**config.mk**
```make
export PLATFORM = sky130hd
export DESIGN_NAME = neuron_sum_activation_core
export DESIGN_NICKNAME = d
export VERILOG_FILES = /design/src/sv/nsa_pkg.sv /design/src/sv/nsa_ctrl.sv /design/src/sv/nsa_datapath.sv /design/src/sv/neuron_sum_activation_core.sv
export SDC_FILE = /design/constraint.sdc
export NUM_CORES = 2
export LEC_CHECK = 0
export ABC_AREA = 1
export BUFFER_PORTS_ARGS = -buffer_cell sky130_fd_sc_hd__buf_2
export CAP_MARGIN = 20
export CELL_PAD_IN_SITES_DETAIL_PLACEMENT = 2
export CELL_PAD_IN_SITES_GLOBAL_PLACEMENT = 2
export CORE_AREA = 2 2 333 368
export DETAILED_ROUTE_END_ITERATION = 10
export DIE_AREA = 0 0 335 370
export GPL_ROUTABILITY_DRIVEN = 0
export PLACE_DENSITY_LB_ADDON = 0.1
export SLEW_MARGIN = 20
export SYNTH_ARGS = -nofsm -noshare
export SYNTH_HDL_FRONTEND = slang
export SYNTH_SLANG_ARGS = --single-unit
export TNS_END_PERCENT = 1
```
**constraint.sdc**
```tcl
create_clock -name aclk -period 13.5 [get_ports aclk]
set_input_delay 2.025 -clock aclk [delete_from_list [all_inputs] [get_ports aclk]]
set_output_delay 2.025 -clock aclk [all_outputs]
set_load 0.02 [all_outputs]
```
**src/sv/nsa_pkg.sv**
```systemverilog
package nsa_pkg;

    localparam int MaxInputs = 64;
    localparam int SumW      = 22;
    localparam int ProdW     = 38;
    localparam int CntW      = 7;

    localparam logic [2:0] KindSigmoid = 3'd0;
    localparam logic [2:0] KindTanh    = 3'd1;
    localparam logic [2:0] KindHardLim = 3'd2;
    localparam logic [2:0] KindSymLim  = 3'd3;
    localparam logic [2:0] KindSoftsgn = 3'd4;
    localparam logic [2:0] KindRelu    = 3'd5;

    localparam logic [1:0] CfgKind  = 2'd0;
    localparam logic [1:0] CfgGain  = 2'd1;
    localparam logic [1:0] CfgCount = 2'd2;

    typedef enum logic [2:0] {
        ST_ACCUM,
        ST_MULT,
        ST_ROUND,
        ST_DIV,
        ST_FINISH,
        ST_OUT
    } state_t;

    // Controller to datapath commands
    typedef struct packed {
        logic accum;
        logic clear;
        logic mult;
        logic round;
        logic div_start;
        logic div_step;
        logic finish;
    } cmd_t;

    // Datapath to controller status
    typedef struct packed {
        logic group_done;
        logic is_softsign;
        logic div_last;
    } stat_t;

    // Sigmoid on [0,8] in 0.25 steps, Q0.16
    function automatic logic [15:0] sig_tab(input logic [5:0] i);
        logic [15:0] r;
        begin
            case (i)
                6'd0:  r = 16'd32768; 6'd1:  r = 16'd36843; 6'd2:  r = 16'd40793;
                6'd3:  r = 16'd44511; 6'd4:  r = 16'd47911; 6'd5:  r = 16'd50941;
                6'd6:  r = 16'd53581; 6'd7:  r = 16'd55834; 6'd8:  r = 16'd57724;
                6'd9:  r = 16'd59287; 6'd10: r = 16'd60565; 6'd11: r = 16'd61598;
                6'd12: r = 16'd62428; 6'd13: r = 16'd63090; 6'd14: r = 16'd63615;
                6'd15: r = 16'd64030; 6'd16: r = 16'd64357; 6'd17: r = 16'd64614;
                6'd18: r = 16'd64816; 6'd19: r = 16'd64974; 6'd20: r = 16'd65097;
                6'd21: r = 16'd65194; 6'd22: r = 16'd65269; 6'd23: r = 16'd65328;
                6'd24: r = 16'd65374; 6'd25: r = 16'd65410; 6'd26: r = 16'd65438;
                6'd27: r = 16'd65459; 6'd28: r = 16'd65476; 6'd29: r = 16'd65489;
                6'd30: r = 16'd65500; 6'd31: r = 16'd65508;
                default: r = 16'd65514;
            endcase
            return r;
        end
    endfunction

endpackage

```
**src/sv/nsa_ctrl.sv**
```systemverilog
module nsa_ctrl (
    input  logic            aclk,
    input  logic            aresetn,
    input  logic            s_valid,
    output logic            s_ready,
    output logic            m_valid,
    input  logic            m_ready,
    input  nsa_pkg::stat_t  stat,
    output nsa_pkg::cmd_t   cmd
);

    nsa_pkg::state_t state_reg, state_next;

    always_ff @(posedge aclk) begin
        if (!aresetn) begin
            state_reg <= nsa_pkg::ST_ACCUM;
        end else begin
            state_reg <= state_next;
        end
    end

    // Next state
    always_comb begin
        state_next = state_reg;
        case (state_reg)
            nsa_pkg::ST_ACCUM: begin
                if (s_valid && stat.group_done) state_next = nsa_pkg::ST_MULT;
            end
            nsa_pkg::ST_MULT:  state_next = nsa_pkg::ST_ROUND;
            nsa_pkg::ST_ROUND: begin
                state_next = stat.is_softsign ? nsa_pkg::ST_DIV : nsa_pkg::ST_FINISH;
            end
            nsa_pkg::ST_DIV: begin
                if (stat.div_last) state_next = nsa_pkg::ST_FINISH;
            end
            nsa_pkg::ST_FINISH: state_next = nsa_pkg::ST_OUT;
            nsa_pkg::ST_OUT: begin
                if (m_ready) state_next = nsa_pkg::ST_ACCUM;
            end
            default: state_next = nsa_pkg::ST_ACCUM;
        endcase
    end

    // Outputs
    always_comb begin
        cmd     = '0;
        s_ready = 1'b0;
        m_valid = 1'b0;
        case (state_reg)
            nsa_pkg::ST_ACCUM: begin
                s_ready   = 1'b1;
                cmd.accum = s_valid;
            end
            nsa_pkg::ST_MULT:   cmd.mult = 1'b1;
            nsa_pkg::ST_ROUND: begin
                cmd.round     = 1'b1;
                cmd.div_start = stat.is_softsign;
            end
            nsa_pkg::ST_DIV:    cmd.div_step = 1'b1;
            nsa_pkg::ST_FINISH: cmd.finish = 1'b1;
            nsa_pkg::ST_OUT: begin
                m_valid   = 1'b1;
                cmd.clear = m_ready;
            end
            default: ;
        endcase
    end

endmodule

```
**src/sv/nsa_datapath.sv**
```systemverilog
module nsa_datapath (
    input  logic               aclk,
    input  logic               aresetn,
    input  logic               cfg_we,
    input  logic [1:0]         cfg_index,
    input  logic [15:0]        cfg_data,
    input  logic signed [15:0] s_sample,
    input  nsa_pkg::cmd_t      cmd,
    output nsa_pkg::stat_t     stat,
    output logic signed [15:0] m_activation_value,
    output logic               m_saturated
);

    localparam int SW = nsa_pkg::SumW;
    localparam int PW = nsa_pkg::ProdW;

    logic [2:0]          kind_reg;
    logic signed [15:0]  gain_reg;
    logic [6:0]          count_reg;
    logic signed [SW-1:0] sum_reg;
    logic [6:0]          seen_reg;
    logic signed [PW-1:0] prod_reg;
    logic signed [PW-13:0] x_reg;
    logic [PW-13:0]      a_reg;
    logic                neg_reg;
    logic signed [15:0]  val_reg;
    logic                sat_reg;
    logic [33:0]         rem_reg;
    logic [8:0]          quot_reg;
    logic [33:0]         den_reg;
    logic [3:0]          dcnt_reg;

    logic [6:0]          eff;
    logic [6:0]          seen_next;
    logic signed [SW-1:0] sum_next;
    logic signed [PW-12:0] x_full;
    logic [PW-13:0]      x_abs;
    logic [24:0]         den_w;

    // Configuration registers
    always_ff @(posedge aclk) begin
        if (!aresetn) begin
            kind_reg  <= nsa_pkg::KindSigmoid;
            gain_reg  <= 16'sd4096;
            count_reg <= 7'd1;
        end else if (cfg_we) begin
            case (cfg_index)
                nsa_pkg::CfgKind:  kind_reg  <= cfg_data[2:0];
                nsa_pkg::CfgGain:  gain_reg  <= cfg_data;
                nsa_pkg::CfgCount: count_reg <= cfg_data[6:0];
                default: ;
            endcase
        end
    end

    // Effective group size
    always_comb begin
        eff = count_reg;
        if (eff == 7'd0) eff = 7'd1;
        if (eff > 7'(nsa_pkg::MaxInputs)) eff = 7'(nsa_pkg::MaxInputs);
    end

    assign sum_next  = sum_reg + SW'(s_sample);
    assign seen_next = seen_reg + 7'd1;
    assign stat.group_done  = (seen_next >= eff);
    assign stat.is_softsign = (kind_reg == nsa_pkg::KindSoftsgn);
    assign stat.div_last    = (dcnt_reg == 4'd0);

    // Accumulator
    always_ff @(posedge aclk) begin
        if (!aresetn) begin
            sum_reg  <= '0;
            seen_reg <= '0;
        end else if (cmd.clear) begin
            sum_reg  <= '0;
            seen_reg <= '0;
        end else if (cmd.accum) begin
            sum_reg  <= sum_next;
            seen_reg <= seen_next;
        end
    end

    // Round half up: floor((p + 2048) / 4096)
    assign x_full = (PW-11)'((prod_reg + PW'(2048)) >>> 12);
    assign x_abs  = (x_full < 0) ? (PW-12)'(-x_full) : (PW-12)'(x_full);
    assign den_w  = 25'd256 + 25'(x_abs);

    // Sigmoid and tanh lookup
    logic [12:0] sarg;
    logic [15:0] t0, t1, sval;
    logic signed [17:0] tdiff;
    logic signed [24:0] tprod;
    logic [16:0] s_adj;
    logic signed [18:0] u;
    logic [9:0]  sig_o;
    logic [9:0]  tanh_o;

    always_comb begin
        t0    = '0;
        t1    = '0;
        tdiff = '0;
        tprod = '0;
        if (kind_reg == nsa_pkg::KindTanh) begin
            sarg = (a_reg > (PW-12)'(2048)) ? 13'd4096 : {a_reg[11:0], 1'b0};
        end else begin
            sarg = (a_reg >= (PW-12)'(2048)) ? 13'd2048 : a_reg[12:0];
        end
        if (sarg >= 13'd2048) begin
            sval = nsa_pkg::sig_tab(6'd32);
        end else begin
            t0    = nsa_pkg::sig_tab(sarg[11:6]);
            t1    = nsa_pkg::sig_tab(sarg[11:6] + 6'd1);
            tdiff = 18'(t1) - 18'(t0);
            tprod = 25'(tdiff) * 25'(sarg[5:0]) + 25'sd32;
            sval  = t0 + 16'(tprod >>> 6);
        end
        s_adj  = neg_reg ? (17'd65536 - 17'(sval)) : 17'(sval);
        sig_o  = 10'((s_adj + 17'd128) >> 8);
        u      = 19'(2 * 19'(sval)) - 19'sd65536;
        tanh_o = 10'((u + 19'sd128) >>> 8);
    end

    // Datapath registers
    always_ff @(posedge aclk) begin
        if (cmd.mult) begin
            prod_reg <= PW'(sum_reg) * PW'(gain_reg);
        end
        if (cmd.round) begin
            x_reg   <= x_full[PW-12:0] == x_full ? x_full[PW-13:0] : x_full[PW-13:0];
            neg_reg <= x_full < 0;
            a_reg   <= x_abs;
        end
        if (cmd.div_start) begin
            // numerator 256*a + den/2; divisor starts shifted up by 8
            den_reg  <= {1'b0, den_w, 8'd0};
            rem_reg  <= {x_abs, 8'd0} + 34'(den_w >> 1);
            quot_reg <= '0;
            dcnt_reg <= 4'd8;
        end else if (cmd.div_step) begin
            // one restoring step, quotient bit dcnt_reg
            if (rem_reg >= den_reg) begin
                rem_reg  <= rem_reg - den_reg;
                quot_reg <= {quot_reg[7:0], 1'b1};
            end else begin
                quot_reg <= {quot_reg[7:0], 1'b0};
            end
            den_reg  <= den_reg >> 1;
            dcnt_reg <= dcnt_reg - 4'd1;
        end
        if (cmd.finish) begin
            sat_reg <= 1'b0;
            case (kind_reg)
                nsa_pkg::KindSigmoid: val_reg <= 16'(sig_o);
                nsa_pkg::KindTanh:
                    val_reg <= neg_reg ? -16'(tanh_o) : 16'(tanh_o);
                nsa_pkg::KindHardLim:
                    val_reg <= (!neg_reg && a_reg != '0) ? 16'sd256 : 16'sd0;
                nsa_pkg::KindSymLim:
                    val_reg <= (!neg_reg && a_reg != '0) ? 16'sd256 : -16'sd256;
                nsa_pkg::KindSoftsgn:
                    val_reg <= neg_reg ? -16'(quot_reg) : 16'(quot_reg);
                nsa_pkg::KindRelu: begin
                    if (neg_reg) begin
                        val_reg <= 16'sd0;
                    end else if (x_reg > (PW-12)'(32767)) begin
                        val_reg <= 16'sd32767;
                        sat_reg <= 1'b1;
                    end else begin
                        val_reg <= x_reg[15:0];
                    end
                end
                default: val_reg <= 16'sd0;
            endcase
        end
    end

    assign m_activation_value = val_reg;
    assign m_saturated        = sat_reg;

endmodule

```
**src/sv/neuron_sum_activation_core.sv**
```systemverilog
// Neuron activation unit: sums input_count Q8.8 samples (one per cycle while
// accumulating), multiplies by the Q4.12 gain in a registered multiplier,
// rounds, and applies the selected activation. After the last accepted sample
// a group passes through multiply, round, select and output; softsign adds
// a bit-serial restoring divider between round and select. No sample is taken
// while a result is being formed or waits on m_ready.
module neuron_sum_activation_core (
    input  logic               aclk,
    input  logic               aresetn,
    input  logic               cfg_we,
    input  logic [1:0]         cfg_index,
    input  logic [15:0]        cfg_data,
    input  logic               s_valid,
    output logic               s_ready,
    input  logic signed [15:0] s_sample,
    output logic               m_valid,
    input  logic               m_ready,
    output logic signed [15:0] m_activation_value,
    output logic               m_saturated
);

    nsa_pkg::cmd_t  cmd;
    nsa_pkg::stat_t stat;

    nsa_ctrl u_ctrl (
        .aclk, .aresetn, .s_valid, .s_ready, .m_valid, .m_ready, .stat, .cmd
    );

    nsa_datapath u_dp (
        .aclk, .aresetn, .cfg_we, .cfg_index, .cfg_data, .s_sample, .cmd, .stat,
        .m_activation_value, .m_saturated
    );

endmodule
```
Word-level counts from Yosys, hierarchy flattened
Memories as Yosys holds them, arrays and structs flattened.
Cells that the tools add are included.

word-level totals
  latch bits = 0
  memory bits (writable) = 0
  ROM bits = 960
  bits in registers = 246
  output and inout port bits = 19
  memories kept = 2

cells by class
  reductions and logical operators = 18
  bitwise logic cells = 2
  order comparisons = 8
  $mul = 2
  divide/modulo/power cells = 0
  shift operators = 0
  muxes and demuxes = 39
  eq/ne operators = 15
  $add $sub $neg = 18

memories
  name             depth  bits a word  rd ports  clocked after memory_dff  wr ports  line           source
  (no name shown)  32     15           1         0                         0         nsa_pkg.sv:50  case (i)
  (no name shown)  32     15           1         0                         0         nsa_pkg.sv:50

operator list
  operator                                                          number
  2-to-1 mux 16 bit                                                 10
  2-to-1 mux 34 bit                                                 3
  case mux 16 bit (6 select lines)                                  1
  2-to-1 mux 33 bit                                                 2
  2-to-1 mux 13 bit                                                 3
  adder 38 x 13 -> 38 bit (second input constant)                   1
  multiplier 22 x 16 -> 38 bit                                      1
  adder 34 x 24 -> 34 bit                                           1
  >= comparator 34 x 33 -> 1 bit                                    1
  subtractor 34 x 33 -> 34 bit                                      1
  >= comparator 26 x 12 -> 1 bit (second input constant)            1
  greater-than comparator 26 x 12 -> 1 bit (second input constant)  1
  greater-than comparator 26 x 16 -> 1 bit (second input constant)  1
  less-than comparator 26 x 1 -> 1 bit (second input constant)      1
  2-to-1 mux 26 bit                                                 1
  negation 26 bit                                                   1
  nonzero test 26 bit                                               1
  adder 9 x 25 -> 25 bit (first input constant)                     1
  adder 22 x 16 -> 22 bit                                           1
  adder 22 x 6 -> 22 bit (second input constant)                    1
  multiplier 17 x 7 -> 22 bit                                       1
  adder 18 x 9 -> 18 bit (second input constant)                    1
  case mux 3 bit (6 select lines)                                   1
  subtractor 17 x 17 -> 18 bit (second input constant)              1
  36 further kinds                                                  64

Logic depth before layout (Yosys ltp)
An unclocked memory read counts as a cell.

  depth in word-level cells = 17
  mapped depth = 77

Cells and area by module
Synthesis repeated with hierarchy kept, for this count alone.

second synthesis, totals
  cell total of the unflattened synthesis = 4871
  area, all modules = 35726.8 µm²

modules (own cells, without submodules)
  module        instances  cells an instance  area an instance (µm²)  sequential area each (µm²)
  nsa_datapath  1          4829               35480.3                 6145.9
  nsa_ctrl      1          42                 246.5                   60.1

Worst setup path before layout
Ideal clock, no wire load.

  path kind = register to register
  start point = register u_dp.a_reg[0]
  end point = register u_dp.val_reg[10] (netlist: u_dp.m_activation_value[10]) (data pin)
  required time = 13.233 ns
  arrival = 10.073 ns
  buffers on the path = 3
  clock period less this slack = 10.340 ns
  cell stages (with the launch flop) = 59
  setup time = 0.267 ns
  setup slack = 3.160 ns
  path through = edfxtp_1 nor2_1 nand2_1 nor2_1 nand2_1 nand2_1 nand2_2 inv_2 nand2_1 o22ai_2 nand2_1 ha_1 clkbuf_1 inv_1 clkbuf_1 nor2_1 o311ai_0 o211ai_1 [23 not listed] ha_1 nand2_1 inv_1 a21oi_1 nand4_1 nand3_1 buf_2 nand2_1 nor2_1 nand2_1 inv_1 nand2_1 nor2_1 nand4_1 nand2_1 nand2_1 o21ai_1 nand3_1

between the ends
  word-level cells in the longest chain between the ends = 17

RTL lines
  element                                                                                            line                                      source
  start, declared                                                                                    nsa_datapath.sv:24                        logic [PW-13:0] a_reg;
  start signal, assigned                                                                             nsa_datapath.sv:131                       a_reg <= x_abs;
  >= comparator 26 x 12 -> 1 bit / greater-than comparator 26 x 12 -> 1 bit (equally long branches)  nsa_datapath.sv:106, nsa_datapath.sv:104
  2-to-1 mux 13 bit, on equally long branches                                                        nsa_datapath.sv:106, nsa_datapath.sv:104
  2-to-1 mux 13 bit                                                                                  nsa_datapath.sv:103                       if (kind_reg == nsa_pkg::KindTanh) begin
  adder 6 x 1 -> 6 bit                                                                               nsa_datapath.sv:112                       t1 = nsa_pkg::sig_tab(sarg[11:6] + 6'd1);
  memory (32 x 15 bit)                                                                               -
  2-to-1 mux 16 bit                                                                                  nsa_pkg.sv:50
  2-to-1 mux 16 bit                                                                                  nsa_datapath.sv:108                       if (sarg >= 13'd2048) begin
  subtractor 16 x 16 -> 17 bit                                                                       nsa_datapath.sv:113                       tdiff = 18'(t1) - 18'(t0);
  multiplier 17 x 7 -> 22 bit                                                                        nsa_datapath.sv:114                       tprod = 25'(tdiff) * 25'(sarg[5:0]) + 25'sd32;
  adder 22 x 6 -> 22 bit                                                                             nsa_datapath.sv:114
  adder 16 bit                                                                                       nsa_datapath.sv:115                       sval = t0 + 16'(tprod >>> 6);
  2-to-1 mux 16 bit                                                                                  nsa_datapath.sv:108
  subtractor 17 x 17 -> 18 bit                                                                       nsa_datapath.sv:119                       u = 19'(2 * 19'(sval)) - 19'sd65536;
  adder 18 x 9 -> 18 bit                                                                             nsa_datapath.sv:120                       tanh_o = 10'((u + 19'sd128) >>> 8);
  negation 10 -> 16 bit                                                                              nsa_datapath.sv:155                       val_reg <= neg_reg ? -16'(tanh_o) : 16'(tanh_o);
  2-to-1 mux 16 bit                                                                                  nsa_datapath.sv:155
  case mux 16 bit (6 select lines) *                                                                 nsa_datapath.sv:152                       case (kind_reg)
  end signal, assigned                                                                               nsa_datapath.sv:153                       nsa_pkg::KindSigmoid: val_reg <= 16'(sig_o);
  end signal, assigned                                                                               nsa_datapath.sv:155
  end signal, assigned                                                                               nsa_datapath.sv:157                       val_reg <= (!neg_reg && a_reg != '0) ? 16'sd256 : 16'sd0;
  end, declared                                                                                      nsa_datapath.sv:26                        logic signed [15:0] val_reg;

Mark *: on every way between the ends. The rest lies on a longest branch, timed or not. The select of a mux whose other input is x is not followed.
A chain may end at the register's enable or synchronous reset.

Final worst setup path
  start point = register u_dp.a_reg[0]
  end point = register u_dp.val_reg[12] (netlist: u_dp.m_activation_value[12]) (data pin)

Same word-level chain as after synthesis.

==> results summary <==
The number of clock buffers inserted by TritonCTS came out at 34. The net count after synthesis is 5622. The horizontal extent of the die came out at 335 µm. The sequential share of the synthesized area came out at between 10% and 20%.

The required time at the worst-slack endpoint is 13790 ps. In the synthesized netlist the async set-or-reset flop fraction comes to 0%. After floorplanning, the core was divided into 134 placement rows.

The number of flops mapped to enable cells by yosys came out at 154. Measured on the finished design, the core utilization comes to 32.6%. The worst slew margin relative to its limit came out at between 20% and 30%.

Max-cap violations in this run came to 0. The I/O pin count came out at 58. The summed instance area of the synthesized netlist came out at 0.0358 mm². The first-pass iteration count of the detailed router came out at 5. The number of buffers on the longest clock path came out at 3.

The leakage component of the power is about 0.020 µW. Setup repair after global routing left no endpoint under its margin. The detailed router placed 31700 vias in this run. The number of global-route vias before repair came out at 35500. The pin count of the biggest net entering global routing is between 60 and 70. The worst supply voltage drop on vdd is between 0.00009 and 0.0001 V. The number of DRC markers in iteration 0 is 1128. At the end of the flow, the number of nets in the layout was ~5600. The setup-violating endpoint count in the final report is 0. Leaving out fill and tap cells, the most frequent cell in the layout is sky130_fd_sc_hd__inv_1. The distinct cell type count of the synthesized netlist is 65. The post-route clock period utilization is around 91%. The top cell types in the final layout, fill and taps aside, are 1118 x sky130_fd_sc_hd__inv_1, 1088 x sky130_fd_sc_hd__nand2_1, 416 x sky130_fd_sc_hd__fa_1, 367 x sky130_fd_sc_hd__nor2_1, 272 x sky130_fd_sc_hd__ha_1. Static timing analysis puts the maximum clock frequency at 0.0817 GHz. STA classifies the critical path startpoint as a flop. Clock tree synthesis selected as its root buffer the cell sky130_fd_sc_hd__clkbuf_16. The H-tree level count came out at 2.

The library cell contributing the largest single delay on the critical path is sky130_fd_sc_hd__fa_1. The global-route wire length before repair came out at 211 mm. The floorplan die area is 0.124 mm². The quantity of I/O buffers inserted on ports came out at 57. The average footprint of a synthesized cell is ~7.3 µm². The area of the placeable core came out at 0.120 mm². The transition time at the pin with the least slew margin is about 1100 ps. The wire length reported by the detailed router is 134 mm. The category of cells accounting for the largest share of critical-path delay is simple AND/OR/NAND/NOR gates. The worst setup path is of the reg2reg kind. The count of final max-slew check failures was 0. The number of synthesis warnings came out at 0.

The tree built by TritonCTS fans out to 233 sinks. The die is 370 µm tall. The initial antenna violation count was 1. The synthesis-to-finish area growth is 9.53%. The critical path capture point type is a flop.

In this design, the critical path's most frequently occurring cell is sky130_fd_sc_hd__nand2_1. The signal arrival time at the worst endpoint is 12530 ps. The worst clock skew is about 41 ps. The register bit count reported by yosys came out at between 200 and 250. Counting I/O delays and the setup requirement, the final critical path takes 12240 ps.

The flow ran to the end, and the final reports show no timing, DRC or antenna violations. TritonCTS built the clock tree. The remaining global-route overflow came out at 0. In this run the cell area measured after placement is 0.0380 mm². The flip-flop count of the largest register after layout came out at 34. The total design power came out at 6050 µW. The detail-routed net length per standard cell is 20.6 µm. The total global routing track utilization came out at 21.9%.

The post-route antenna net violation count came out at 0. The count of final hold-check violations came out at 0. The residual DRC count is 0. Using the TritonRoute via totals, the vias-per-cell ratio works out to 4.87. In this run the power density over the cells is about 150 mW/mm². Counting both buffers and inverters, the worst setup path holds a total of 9.

The total negative setup slack came out at 0 ps. The post-detailed-placement half-perimeter wirelength is 113 mm. The initial standard-cell utilization of the core came out at between 20% and 30%. The critical-path maximum fanout came out at 18.

The post-layout instance area came out at ~0.04 mm². The register clock-pin slew on the reported worst setup and hold paths came out at 60 ps. The path class of the tightest hold or removal check is reg2reg. Clock latency on the worst-skew pair, taken at its later pin, is 600 ps. For this run, the leading register cell type out of synthesis is sky130_fd_sc_hd__edfxtp_1. The largest incremental delay on the critical path came out at 540 ps. The cell count after synthesis came out at 4894. Cells with a size suffix above 1 make up 5.65% of the layout.
-- through the flow --
step	setup slack, ps	hold WS (ps)	std cells
6_report	1260	481	6502
4_1_cts	402	482	6498
3_3_place_gp	959	464	6436
3_5_place_dp	454	474	6436
5_1_grt	19.8	499	6502
2_1_floorplan	3160	444	4894
-- routing by layer --
| metal | up-vias | share of wire, % | track usage (%) |
|---|---|---|---|
| met3 | 119 | 1.6 | 1.35 |
| met1 | 16100 | 44 | 27.4 |
| li1 | 15200 | - | - |
| met2 | 279 | 52 | 41.1 |
| met4 | 0 | 2.1 | 4.97 |
| met5 | - | 0 | 0 |
-- Yosys cell counts (4+ instances only) --
library cell,number,area share [%]
sky130_fd_sc_hd__o22ai_1,6,0.10
sky130_fd_sc_hd__o21ai_1,12,0.17
sky130_fd_sc_hd__a21boi_0,8,0.17
sky130_fd_sc_hd__a211oi_1,8,0.17
sky130_fd_sc_hd__nor3_1,56,0.78
sky130_fd_sc_hd__nand3_1,196,2.7
sky130_fd_sc_hd__nor2_2,13,0.23
sky130_fd_sc_hd__nand3b_1,12,0.25
sky130_fd_sc_hd__or2_2,12,0.21
sky130_fd_sc_hd__clkbuf_1,123,1.3
sky130_fd_sc_hd__nor2_1,371,3.9
sky130_fd_sc_hd__o21bai_1,15,0.31
sky130_fd_sc_hd__ha_1,273,9.5
sky130_fd_sc_hd__a21oi_1,266,3.7
sky130_fd_sc_hd__clkinv_1,9,0.094
sky130_fd_sc_hd__o21a_1,9,0.19
sky130_fd_sc_hd__inv_1,1118,12
sky130_fd_sc_hd__buf_4,5,0.10
sky130_fd_sc_hd__o2111ai_1,4,0.098
sky130_fd_sc_hd__a21o_1,5,0.10
sky130_fd_sc_hd__fa_1,416,23
sky130_fd_sc_hd__nand2_2,23,0.40
sky130_fd_sc_hd__a31oi_1,16,0.28
sky130_fd_sc_hd__nor4_1,9,0.16
sky130_fd_sc_hd__xor2_2,4,0.18
sky130_fd_sc_hd__a221oi_1,7,0.17
sky130_fd_sc_hd__o31ai_1,9,0.19
sky130_fd_sc_hd__xor2_4,4,0.31
sky130_fd_sc_hd__nand4_1,58,1.0
sky130_fd_sc_hd__o311ai_0,4,0.098
sky130_fd_sc_hd__edfxtp_1,154,13
sky130_fd_sc_hd__xor2_1,88,2.2
sky130_fd_sc_hd__xnor2_1,51,1.2
sky130_fd_sc_hd__o221ai_1,5,0.12
sky130_fd_sc_hd__o211ai_1,17,0.36
sky130_fd_sc_hd__dfxtp_1,79,4.4
sky130_fd_sc_hd__nand2_1,1088,11
sky130_fd_sc_hd__nand3_2,9,0.25
sky130_fd_sc_hd__inv_2,15,0.16
sky130_fd_sc_hd__and2_1,9,0.16
sky130_fd_sc_hd__o21ai_0,262,3.7
sky130_fd_sc_hd__a2111oi_0,5,0.12
sky130_fd_sc_hd__nor2_4,5,0.16
-- kinds of logic (layout without fill, tap and decap cells) --
logic type | Yosys count | in the layout | share of synthesized area (%)
mux | 1 | 1 | 0.0279
fa+ha+maj | 689 | 689 | 32.8
other cells | 0 | 1 | 0
compound gates | 677 | 677 | 10.6
xor+xnor | 147 | 147 | 3.89
simple gates | 1872 | 1872 | 22.0
flops | 233 | 233 | 17.3
buf+inv | 1275 | 1318 | 13.4
-- power by group --
group | switching (µW) | internal (µW) | leakage, µW | total, µW
sequential | 290 | 1040 | 0.00206 | 1330
combinational | 2500 | 1250 | 0.0177 | 3760
clock | 391 | 575 | 0.000570 | 966
total | 3180 | 2870 | 0.0204 | 6050
-- path summary, 6_finish.rpt --
path                    from  slack [ps]  cells after the start                     endpoint
min reg2reg  u_dp.den_reg[6]         480                      2              u_dp.den_reg[5]
min          u_dp.den_reg[6]         480                      2              u_dp.den_reg[5]
max reg2reg    u_dp.a_reg[0]        1260                     61  u_dp.m_activation_value[12]
max            u_dp.a_reg[0]        1260                     61  u_dp.m_activation_value[12]
-- area by class of cell --
type | instances | area, µm²
inverter | 1142 | 4290
timing repair buffer | 114 | 726
tap | 1564 | 1960
fill | 14300 | 81100
antenna | 1 | 2.50
sequential | 233 | 6210
multi-input combinational | 3386 | 24900
clock buffer | 41 | 891
clock inverter | 21 | 275
-- tightest hold or removal path: stages, from the launching register on --
cell and delay (ps):
sky130_fd_sc_hd__dfxtp_1 330, sky130_fd_sc_hd__o21ai_0 80, sky130_fd_sc_hd__inv_1 50
-- repair_timing --
action	CTS	global route
hold buffers	0	0
setup buffers	0	3
setup endpoints to repair	0	15
gates resized for setup	0	13
Note: power is estimated with default switching activity, not from simulation.
